==> src/hw/rtl/utl_pkg.sv <==
// Shared types and constants for the 8N1 tick link.
// Used by utl_stage, utl_core and uart_8n1_tick_link; no other dependencies.
package utl_pkg;

  localparam int unsigned InWidth  = 16;
  localparam int unsigned OutWidth = 16;

  localparam logic [7:0]  EofByte        = 8'h1A;
  localparam logic [15:0] BitPeriodReset = 16'd512;
  localparam logic [4:0]  FrameSlots     = 5'd11;
  localparam logic [3:0]  CapStopSlot    = 4'd9;
  localparam logic [3:0]  CapLastData    = 4'd8;
  localparam logic [3:0]  SendLastData   = 4'd8;
  localparam logic [3:0]  SendLastSlot   = 4'd10;

  // Input word, packed from bit 0 upward: start_save first.
  typedef struct packed {
    logic [2:0] pad;
    logic       next_byte_valid;
    logic [7:0] next_byte;
    logic       sample_bit;
    logic       sample_strobe;
    logic       start_load;
    logic       start_save;
  } in_item_t;

  // Result word, packed from bit 0 upward: line_level first.
  typedef struct packed {
    logic       pad;
    logic       load_refused;
    logic       save_refused;
    logic       send_ended;
    logic       byte_taken;
    logic       capture_ended;
    logic       byte_out_valid;
    logic [7:0] byte_out;
    logic       line_level;
  } out_item_t;

endpackage

==> src/hw/rtl/uart_8n1_tick_link.sv <==
// Top level of the 8N1 tick link: input slice, link core and result slice.
// Depends on utl_pkg, utl_stage and utl_core.
//
// Each input word is one machine tick and yields exactly one result word. The
// block accepts a word every cycle while the result side is not stalled; a
// result passes through the input register and then the result register, and
// the whole tick update is done combinationally between them. The bit
// period register may be written only while no word is in flight.
module uart_8n1_tick_link (
  input  logic        clk_i,
  input  logic        rst_ni,
  input  logic        cfg_we_i,
  input  logic [15:0] cfg_wdata_i,
  input  logic        s_axis_tvalid,
  output logic        s_axis_tready,
  // start_save, start_load, sample_strobe, sample_bit, next_byte[7:0],
  // next_byte_valid, zero pad
  input  logic [15:0] s_axis_tdata,
  output logic        m_axis_tvalid,
  input  logic        m_axis_tready,
  // line_level, byte_out[7:0], byte_out_valid, capture_ended, byte_taken,
  // send_ended, save_refused, load_refused, zero pad
  output logic [15:0] m_axis_tdata
);

  logic [15:0]        period_q;
  logic               in_valid;
  logic               res_ready;
  logic               advance;
  utl_pkg::in_item_t  in_item;
  utl_pkg::out_item_t res_item;

  always_ff @(posedge clk_i or negedge rst_ni) begin
    if (!rst_ni) begin
      period_q <= utl_pkg::BitPeriodReset;
    end else if (cfg_we_i) begin
      period_q <= cfg_wdata_i;
    end
  end

  utl_stage #(
    .Width(utl_pkg::InWidth)
  ) u_in_stage (
    .clk_i      (clk_i),
    .rst_ni     (rst_ni),
    .up_valid_i (s_axis_tvalid),
    .up_ready_o (s_axis_tready),
    .up_data_i  (s_axis_tdata),
    .dn_valid_o (in_valid),
    .dn_ready_i (res_ready),
    .dn_data_o  (in_item)
  );

  assign advance = in_valid && res_ready;

  utl_core u_core (
    .clk_i    (clk_i),
    .rst_ni   (rst_ni),
    .en_i     (advance),
    .period_i (period_q),
    .item_i   (in_item),
    .res_o    (res_item)
  );

  utl_stage #(
    .Width(utl_pkg::OutWidth)
  ) u_out_stage (
    .clk_i      (clk_i),
    .rst_ni     (rst_ni),
    .up_valid_i (in_valid),
    .up_ready_o (res_ready),
    .up_data_i  (res_item),
    .dn_valid_o (m_axis_tvalid),
    .dn_ready_i (m_axis_tready),
    .dn_data_o  (m_axis_tdata)
  );

endmodule

==> src/hw/rtl/utl_stage.sv <==
// One-entry register slice with a valid/ready handshake on both sides.
// Depends on utl_pkg only for the default width; the instantiating module sets it.
module utl_stage #(
  parameter int unsigned Width = utl_pkg::InWidth
) (
  input  logic             clk_i,
  input  logic             rst_ni,
  input  logic             up_valid_i,
  output logic             up_ready_o,
  input  logic [Width-1:0] up_data_i,
  output logic             dn_valid_o,
  input  logic             dn_ready_i,
  output logic [Width-1:0] dn_data_o
);

  logic             valid_q, valid_d;
  logic [Width-1:0] data_q;

  assign up_ready_o = !valid_q || dn_ready_i;
  assign valid_d    = up_ready_o ? up_valid_i : valid_q;

  always_ff @(posedge clk_i or negedge rst_ni) begin
    if (!rst_ni) begin
      valid_q <= 1'b0;
    end else begin
      valid_q <= valid_d;
    end
  end

  always_ff @(posedge clk_i) begin
    if (up_ready_o && up_valid_i) begin
      data_q <= up_data_i;
    end
  end

  assign dn_valid_o = valid_q;
  assign dn_data_o  = data_q;

endmodule

==> src/hw/rtl/utl_core.sv <==
// Capture and send state of the 8N1 link, stepped once per enabled tick.
// Depends on utl_pkg for the word types and frame constants.
module utl_core (
  input  logic                clk_i,
  input  logic                rst_ni,
  input  logic                en_i,
  input  logic [15:0]         period_i,
  input  utl_pkg::in_item_t   item_i,
  output utl_pkg::out_item_t  res_o
);

  logic        cap_active_q, cap_active_d;
  logic [3:0]  cap_slot_q, cap_slot_d;
  logic [7:0]  cap_shift_q, cap_shift_d;
  logic        snd_active_q, snd_active_d;
  logic [3:0]  snd_slot_q, snd_slot_d;
  logic        snd_first_q, snd_first_d;
  logic [7:0]  snd_byte_q, snd_byte_d;
  logic        dry_q, dry_d;
  logic [15:0] timer_q, timer_d;
  logic        line_q, line_d;

  logic [16:0] timer_next;
  logic [4:0]  slot_inc;
  logic [2:0]  cap_idx;
  logic [2:0]  snd_idx;

  always_comb begin
    cap_active_d = cap_active_q;
    cap_slot_d   = cap_slot_q;
    cap_shift_d  = cap_shift_q;
    snd_active_d = snd_active_q;
    snd_slot_d   = snd_slot_q;
    snd_first_d  = snd_first_q;
    snd_byte_d   = snd_byte_q;
    dry_d        = dry_q;
    timer_d      = timer_q;
    line_d       = line_q;
    res_o        = '0;
    timer_next   = {1'b0, timer_q} + 17'd1;
    slot_inc     = {1'b0, snd_slot_q} + 5'd1;
    cap_idx      = cap_slot_q[2:0] - 3'd1;
    snd_idx      = snd_slot_q[2:0] - 3'd1;

    if (item_i.start_save) begin
      if (cap_active_q) begin
        res_o.save_refused = 1'b1;
      end else begin
        cap_active_d = 1'b1;
      end
    end
    if (item_i.start_load) begin
      if (snd_active_q) begin
        res_o.load_refused = 1'b1;
      end else begin
        snd_active_d = 1'b1;
        dry_d        = 1'b0;
      end
    end

    if (cap_active_d && item_i.sample_strobe) begin
      if (cap_slot_q == 4'd0) begin
        if (!item_i.sample_bit) begin
          cap_shift_d = '0;
          cap_slot_d  = 4'd1;
        end
      end else if (cap_slot_q <= utl_pkg::CapLastData) begin
        cap_shift_d[cap_idx] = cap_shift_q[cap_idx] | item_i.sample_bit;
        cap_slot_d           = cap_slot_q + 4'd1;
      end else if (cap_slot_q == utl_pkg::CapStopSlot) begin
        if (cap_shift_q == utl_pkg::EofByte) begin
          cap_active_d        = 1'b0;
          res_o.capture_ended = 1'b1;
        end else begin
          res_o.byte_out       = cap_shift_q;
          res_o.byte_out_valid = 1'b1;
        end
        cap_slot_d = 4'd0;
      end else begin
        cap_slot_d = 4'd0;
      end
    end

    if (!snd_active_d) begin
      timer_d = period_i;
    end else if (timer_next > {1'b0, period_i}) begin
      timer_d = '0;
      if (!snd_first_q) begin
        line_d      = 1'b1;
        snd_first_d = 1'b1;
      end else begin
        if (snd_slot_q == 4'd0) begin
          if (item_i.next_byte_valid) begin
            snd_byte_d       = item_i.next_byte;
            res_o.byte_taken = 1'b1;
          end else begin
            snd_byte_d = utl_pkg::EofByte;
            dry_d      = 1'b1;
          end
          line_d = 1'b0;
        end else if (snd_slot_q <= utl_pkg::SendLastData) begin
          line_d = snd_byte_q[snd_idx];
        end else begin
          line_d = 1'b1;
        end
        snd_slot_d = slot_inc[3:0];
        if (slot_inc >= utl_pkg::FrameSlots) begin
          snd_slot_d = 4'd0;
          if (dry_d) begin
            snd_active_d     = 1'b0;
            res_o.send_ended = 1'b1;
          end
        end
      end
    end else begin
      timer_d = timer_next[15:0];
    end

    res_o.line_level = line_d;
  end

  always_ff @(posedge clk_i or negedge rst_ni) begin
    if (!rst_ni) begin
      cap_active_q <= 1'b0;
      cap_slot_q   <= 4'd0;
      cap_shift_q  <= 8'd0;
      snd_active_q <= 1'b0;
      snd_slot_q   <= 4'd0;
      snd_first_q  <= 1'b0;
      snd_byte_q   <= 8'd0;
      dry_q        <= 1'b0;
      timer_q      <= 16'd0;
      line_q       <= 1'b1;
    end else if (en_i) begin
      cap_active_q <= cap_active_d;
      cap_slot_q   <= cap_slot_d;
      cap_shift_q  <= cap_shift_d;
      snd_active_q <= snd_active_d;
      snd_slot_q   <= snd_slot_d;
      snd_first_q  <= snd_first_d;
      snd_byte_q   <= snd_byte_d;
      dry_q        <= dry_d;
      timer_q      <= timer_d;
      line_q       <= line_d;
    end
  end

`ifndef SYNTHESIS
  assert property (@(posedge clk_i) disable iff (!rst_ni)
    cap_slot_q <= utl_pkg::CapStopSlot)
    else $error("capture slot left its range");

  assert property (@(posedge clk_i) disable iff (!rst_ni)
    snd_slot_q <= utl_pkg::SendLastSlot)
    else $error("send slot left its range");

  assert property (@(posedge clk_i) disable iff (!rst_ni)
    en_i |-> !(res_o.byte_out_valid && res_o.capture_ended))
    else $error("byte emitted on the closing stop slot");

  assert property (@(posedge clk_i) disable iff (!rst_ni)
    en_i && res_o.send_ended |=> !snd_active_q)
    else $error("sending still active after the final frame");

  assert property (@(posedge clk_i) disable iff (!rst_ni)
    en_i && res_o.byte_taken |-> item_i.next_byte_valid && snd_slot_q == 4'd0)
    else $error("source byte taken outside a valid start slot");
`endif

endmodule
==> config.mk <==
export PLATFORM = sky130hd
export DESIGN_NAME = uart_8n1_tick_link
export DESIGN_NICKNAME = d
export VERILOG_FILES = /design/src/hw/rtl/utl_pkg.sv /design/src/hw/rtl/uart_8n1_tick_link.sv /design/src/hw/rtl/utl_stage.sv /design/src/hw/rtl/utl_core.sv
export SDC_FILE = /design/constraint.sdc
export NUM_CORES = 1
export LEC_CHECK = 0
export BUFFER_PORTS_ARGS = -buffer_cell sky130_fd_sc_hd__clkbuf_2
export CORE_MARGIN = 4
export CORE_UTILIZATION = 24
export CTS_BUF_LIST = sky130_fd_sc_hd__clkbuf_4
export CTS_CLUSTER_DIAMETER = 80
export DETAILED_ROUTE_END_ITERATION = 16
export GPL_TIMING_DRIVEN = 0
export PLACE_DENSITY = 0.47
export SLEW_MARGIN = 10
export SYNTH_ARGS = -nofsm -noshare
export SYNTH_HDL_FRONTEND = slang
export SYNTH_SLANG_ARGS = --single-unit
==> constraint.sdc <==
create_clock -name clk_i -period 6 [get_ports clk_i]
set_clock_uncertainty 0.05 [all_clocks]
set_input_delay 0.3 -clock clk_i [delete_from_list [all_inputs] [get_ports clk_i]]
set_output_delay 0.3 -clock clk_i [all_outputs]
set_load 0.02 [all_outputs]
==> Yosys cells after proc, flatten, opt, wreduce, memory -nomap -nowiden <==
Index checks and enable logic that the tools add are counted.
{ "word_totals": {"register_bits": 91, "out_inout_bits": 18, "elab_cells": 109, "inputBits": 37} }
{ "op_classes": {"n_lt_le_gt_ge": 7, "bitwise_logic": 3, "n_addsub": 5, "n_mux": 50, "n_eq_ne": 3, "n_reduce_logical": 20} }
{ "ops": {"columns": ["cell", "count"], "rows": [
  ["1-bit two-way mux", 35],
  ["16-bit two-way mux", 2],
  ["8-bit two-way mux", 4],
  ["16-bit by 1-bit adder with 17-bit output (second input constant)", 1],
  ["17-bit by 16-bit greater-than comparator with 1-bit output", 1],
  ["4-bit two-way mux", 4],
  ["4-bit AND reduction", 4],
  ["9-bit two-way mux", 1],
  ["8-bit bitwise mux", 1],
  ["8-bit by 5-bit equality test with 1-bit output (second input constant)", 1],
  ["4-bit <= comparator (second input constant)", 2],
  ["4-bit zero test", 2],
  ["3-bit by 4-bit less-than comparator with 1-bit output (second input constant)", 2],
  ["1-bit binary-select mux with 3-bit select", 2],
  ["3-bit AND reduction", 2],
  ["3-bit by 1-bit subtractor with 3-bit output (second input constant)", 2],
  ["4-bit by 1-bit adder with 5-bit output (second input constant)", 1],
  ["5-bit by 4-bit greater-or-equal comparator with 1-bit output (second input constant)", 1],
  ["5-bit AND reduction", 1],
  ["5-bit OR reduction", 1],
  ["4-bit by 1-bit adder with 4-bit output (second input constant)", 1],
  ["4-bit equality test (second input constant)", 1],
  ["1-bit logical AND", 4],
  ["4-bit OR reduction", 1],
  ["other kinds (8)", 11]
]} }

==> Depth between registers and ports, before layout <==
{ "depth": {"depth_word": 12, "mapped_depth": 15} }

==> Modules after synthesis <==
From an unflattened synthesis, not the netlist that was laid out.
{ "unflattened": {"cells_unflattened": 480, "area_unflattened_um2": 5233.8} }
{ "by_module_without_submodules": {"columns": ["mod", "area_per_inst_um2", "seq_area_each_um2", "instances", "cells_per_inst"], "rows": [
  ["utl_core", 3508.4, 1127.3, 1, 405],
  ["utl_stage", 534.3, 505.5, 2, 20],
  ["uart_8n1_tick_link", 656.9, 401.6, 1, 35]
]} }

==> Worst setup path after synthesis <==
Ideal clock, no wire load.
{ "synth_path": {"path_type": "register to register", "startpoint": "register u_core.timer_q[4]", "endpoint": "register u_out_stage.data_q[0] (netlist: u_out_stage.dn_data_o[0]), data pin", "period_less_slack_ns": 3.358, "stages_incl_launch_ff": 14, "t_arrival_ns": 3.048, "path_slack_ns": 2.642, "path_buffers": 0, "path_cell_list": "dfrtp_1 nand3_2 or3_4 nor2_1 nand2_1 xnor2_1 ha_1 and3_1 a221o_1 a31oi_1 o31ai_1 a32oi_4 or2_2 mux2_2"} }
{ "synth_via": {"elab_chain_len": 4} }
{ "synth_lines": {"columns": ["element", "line_no", "source"], "rows": [
  ["from (decl)", "utl_core.sv:20", "logic [15:0] timer_q, timer_d;"],
  ["from (signal assigned)", "utl_core.sv:143", "timer_q <= timer_d;"],
  ["16-bit by 1-bit adder with 17-bit output", "utl_core.sv:40", "timer_next = {1'b0, timer_q} + 17'd1;"],
  ["17-bit by 16-bit greater-than comparator with 1-bit output", "utl_core.sv:86", "end else if (timer_next > {1'b0, period_i}) begin"],
  ["1-bit two-way mux", "utl_core.sv:86", null],
  ["1-bit two-way mux", "utl_core.sv:84", "if (!snd_active_d) begin"],
  ["net u_core.line_d", "utl_core.sv:21", "logic line_q, line_d;"],
  ["to (signal assigned)", "utl_stage.sv:32", "data_q <= up_data_i;"],
  ["to (decl)", "utl_stage.sv:17", "logic [Width-1:0] data_q;"]
]} }
The timed path passes the listed nets, and every way through them passes these cells.
A chain may end at the register's enable or synchronous reset.

==> Worst setup path in the final report <==
{ "layout_path": {"startpoint": "register u_core.timer_q[0]", "endpoint": "register u_core.timer_q[13]"} }
{ "layout_via": {"elab_chain_len": 4} }
{ "layout_lines": {"columns": ["element", "line_no"], "rows": [
  ["16-bit by 1-bit adder with 17-bit output *", "utl_core.sv:40"],
  ["17-bit by 16-bit greater-than comparator with 1-bit output", "utl_core.sv:86"],
  ["16-bit two-way mux *", "utl_core.sv:86"],
  ["16-bit two-way mux *", "utl_core.sv:84"]
]} }
Mark *: on every way between the ends. The rest lies on a longest branch, timed or not.

==> qor.csv <==
stage;metric;value;unit
run_status;status;finished clean;
worst_setup_path;r2r-start;u_core.timer_q[0];
clock_tree;hold_buffers;29;
place;dp.cells;799;
logic_synthesis;synth_edf_count;28;
clock_tree;clock-root-buffer;clkbuf_4;
pwr;power_density;402;nW/um^2
drt;routed_wl;11.7;mm
floorplan;io_pins;55;
logic_synthesis;synth_top_area_share;31.7;%
floorplan;die_w;150;um
logic_synthesis;synth_cell_types;55;
worst_setup_path;r2r_end;u_core.timer_q[13];
sta;slew_violations;0;
worst_setup_path;cp.arrival;4.41;ns
global_route;grt_start_max_net_pins;44;
logic_synthesis;synth_seq_area_share;50.2;%
place;dp_slack;2.04;ns
final_layout;postLayoutCellArea;5880;um^2
clock_tree;clockBufferDepth;2;
floorplan;core;19600;um^2
clock_tree;cts_sinks;91;
logic_synthesis;synth_cells;483;
logic_synthesis;ys_seq_elements;91;
drt;route.detailed.drc;0;
hold_path;hold_start;cfg_wdata_i[11];
flow_run;max-cap-violations;0;
logic_synthesis;synthesis.area;4820;um^2
hold_path;min_path_cells;3;
place;gp_congestion;0.831;
drt;antenna_left;0;
final_layout;fillers;2090;
worst_setup_path;crit_fanout;10;
logic_synthesis;synth_async_sr_flop_share;69.2;%
pwr;leakage;2.56;nW
floorplan;dieArea;22400;um^2
final_layout;final_nets;635;
clock_tree;worstSkewPairLatency;0.49;ns
logic_synthesis;ys.flop_type;dfrtp_1;
clock_tree;cts_setup_buffers;0;
clock_tree;cts_tree;done;
global_route;grt_util_all_layers;11.1;%
drt;wire_per_inst;13.9;um
sta;setup_tns;0;ns
place;hpwl;8.59;mm
global_route;overflow;0;
sta;fmax;246;MHz
global_route;antenna_found_initial;1;
final_layout;fin_cells;845;
floorplan;die_h;150;um
global_route;grt_pass1_wl;19.7;mm
sta;tightest_slew;0.867;ns
logic_synthesis;yosysTopAreaCell;dfrtp_1;
worst_setup_path;worstRegToRegCells;14;
floorplan;start_util;24.6;%
sta;relSlewSlack;41.4;%
sta;setup_violations;0;
place;portBuffers;50;
global_route;gr-max-usage-layer;met2;
sta;finalCriticalPeriod;4.07;ns
place;place_area;5430;um^2
drt;routed_via_density;4.44;
worst_setup_path;endpoint_kind;flop;
global_route;grt_pass1_vias;3909;
drt;drt_iter0_markers;187;
logic_synthesis;ys_warn_count;0;
clock_tree;cts-htree-levels;3;
logic_synthesis;syn_nets;544;
sta;finalCritPeriodShare;67.8;%
logic_synthesis;avgSynthCellArea;9.98;um^2
worst_setup_path;start_kind;flop;
sta;hold_viol;0;
logic_synthesis;synthTopCellsByArea;dfrtp_1 (32%), edfxtp_1 (17%), ha_1 (6.2%);
clock_tree;post_cts_resize_count;0;
hold_path;min_to;period_q[11];
clock_tree;cts_buffers;9;
worst_setup_path;critPathKind;reg2reg;
sta;layout_setup_ws;1.93;ns
sta;rsz0062_at_grt;false;
global_route;use_met2;18.2;%
floorplan;rows;51;
final_layout;syn2layout_area_growth;22.0;%
hold_path;hold_path_class;in2reg;
worst_setup_path;required;6.34;ns
global_route;globalRouteMet1Util;14.8;%
clock_tree;path_clk_slew;0.17;ns
pwr;vdd_drop_max;0.109;mV
worst_setup_path;reg2reg_slack;1.93;ns
final_layout;drive_above_1_share;16.1;%
drt;num_vias;3754;
drt;first_pass_iters;5;
global_route;gr-usage-met3;3.09;%
[sequential cells by signal (all words and copies together) (netlist names)]
name / count
u_core.dry_q: 1
u_core.snd_slot_q: 4
u_in_stage.dn_valid_o: 1
period_q: 16
u_core.snd_first_q: 1
u_in_stage.dn_data_o: 13
u_out_stage.dn_valid_o: 1
u_core.snd_byte_q: 8
u_out_stage.dn_data_o: 15
u_core.cap_slot_q: 4
u_core.timer_q: 16
u_core.line_q: 1
u_core.cap_active_q: 1
u_core.cap_shift_q: 8
u_core.snd_active_q: 1
[synth_stat cells (all sizes together), types with 11 or more instances]
master and number:
a21oi 37, and2 11, clkbuf 15, dfrtp 61, edfxtp 28, ha 24, inv 32, nand2 49
nand3 26, nor2 47, o21ai 36, xnor2 12
[cell families after synthesis]
group	after synthesis	synth area share, %
other cells	1	0.0778
fa+ha+maj	24	6.23
flops	91	50.2
xor+xnor	18	3.27
mux	17	4.83
compound gates	102	13.0
simple gates	175	17.8
buf+inv	55	4.65
[layout make-up]
class | count | area [um^2] | area share (%)
Sequential cell | 91 | 2420 | 41.2
Buffer | 23 | 105 | 1.79
Multi-Input combinational cell | 337 | 2180 | 37.0
Clock inverter | 7 | 85.1 | 1.45
Tap cell | 265 | 332 | 5.64
Clock buffer | 9 | 67.6 | 1.15
Inverter | 32 | 120 | 2.04
Timing Repair Buffer | 80 | 571 | 9.70
Antenna cell | 1 | 2.50 | 0.0426
[per-stage QoR]
stage	hold slack, ns	util, %	power (mW)
6_report	0.0386	30.0	2.36
5_1_grt	0.0134	30.0	2.58
4_1_cts	0.00317	30.0	2.39
3_5_place_dp	0.207	27.7	2.01
3_3_place_gp	0.428	27.6	1.99
2_1_floorplan	-0.0456	-	1.73
[how the worst max path moves through the flow]
stage | cells after the start | startpoint | slack, ns | end
after floorplan | 13 | u_core.timer_q[4] | 2.64 | u_out_stage.dn_data_o[0]
after global placement | 14 | u_core.timer_q[0] | 2.10 | u_core.timer_q[3]
after detailed placement | 14 | u_core.timer_q[0] | 2.04 | u_core.timer_q[3]
after CTS | 14 | u_core.timer_q[0] | 1.95 | u_core.timer_q[13]
after global routing | 14 | u_core.timer_q[0] | 1.53 | u_core.timer_q[13]
final | 14 | u_core.timer_q[0] | 1.93 | u_core.timer_q[13]
[worst max-delay path, stage by stage (launching register included)]
cell	delay, ns
dfrtp_1	0.47
ha_1	0.22
nand3_1	0.29
nor2_1	0.22
xor2_1	0.21
ha_1	0.28
a211oi_1	0.24
nor2_1	0.08
a2111oi_0	0.56
o31ai_1	0.18
a32oi_4	0.31
buf_2	0.33
buf_4	0.24
nand3_1	0.10
a21oi_1	0.18
[placed cells by master, fill, tap and decap left out, drive strengths merged, types with 3 or more instances in the layout]
cell and count:
o21ai 36, and2 11, nand4 5, clkbuf 74, a21oi 37, inv 34
a31oi 3, or2 4, a22oi 3, and3 5, nand3b 3, dlygate4sd3 29
ha 24, nand2b 10, xor2 6, nor2 47, edfxtp 28, clkinv 4
nand3 26, xnor2 12, dfrtp 61, nor3 6, o31ai 3, mux4 3
nand2 49, buf 9, a22o 6, mux2i 6, mux2 8
[power by group]
group | leakage, nW | switching (mW) | internal [mW]
clock | 0.0769 | 0.254 | 0.100
combinational | 1.46 | 0.611 | 0.455
sequential | 1.02 | 0.137 | 0.806
[per-layer routing]
layer / vias to the layer above / part of all wire, %
met5: - / 0
met4: 0 / 0.61
met3: 4 / 4.6
met2: 83 / 46
met1: 1799 / 49
li1: 1868 / -
No activity file was read; power rests on OpenSTA's default activity.
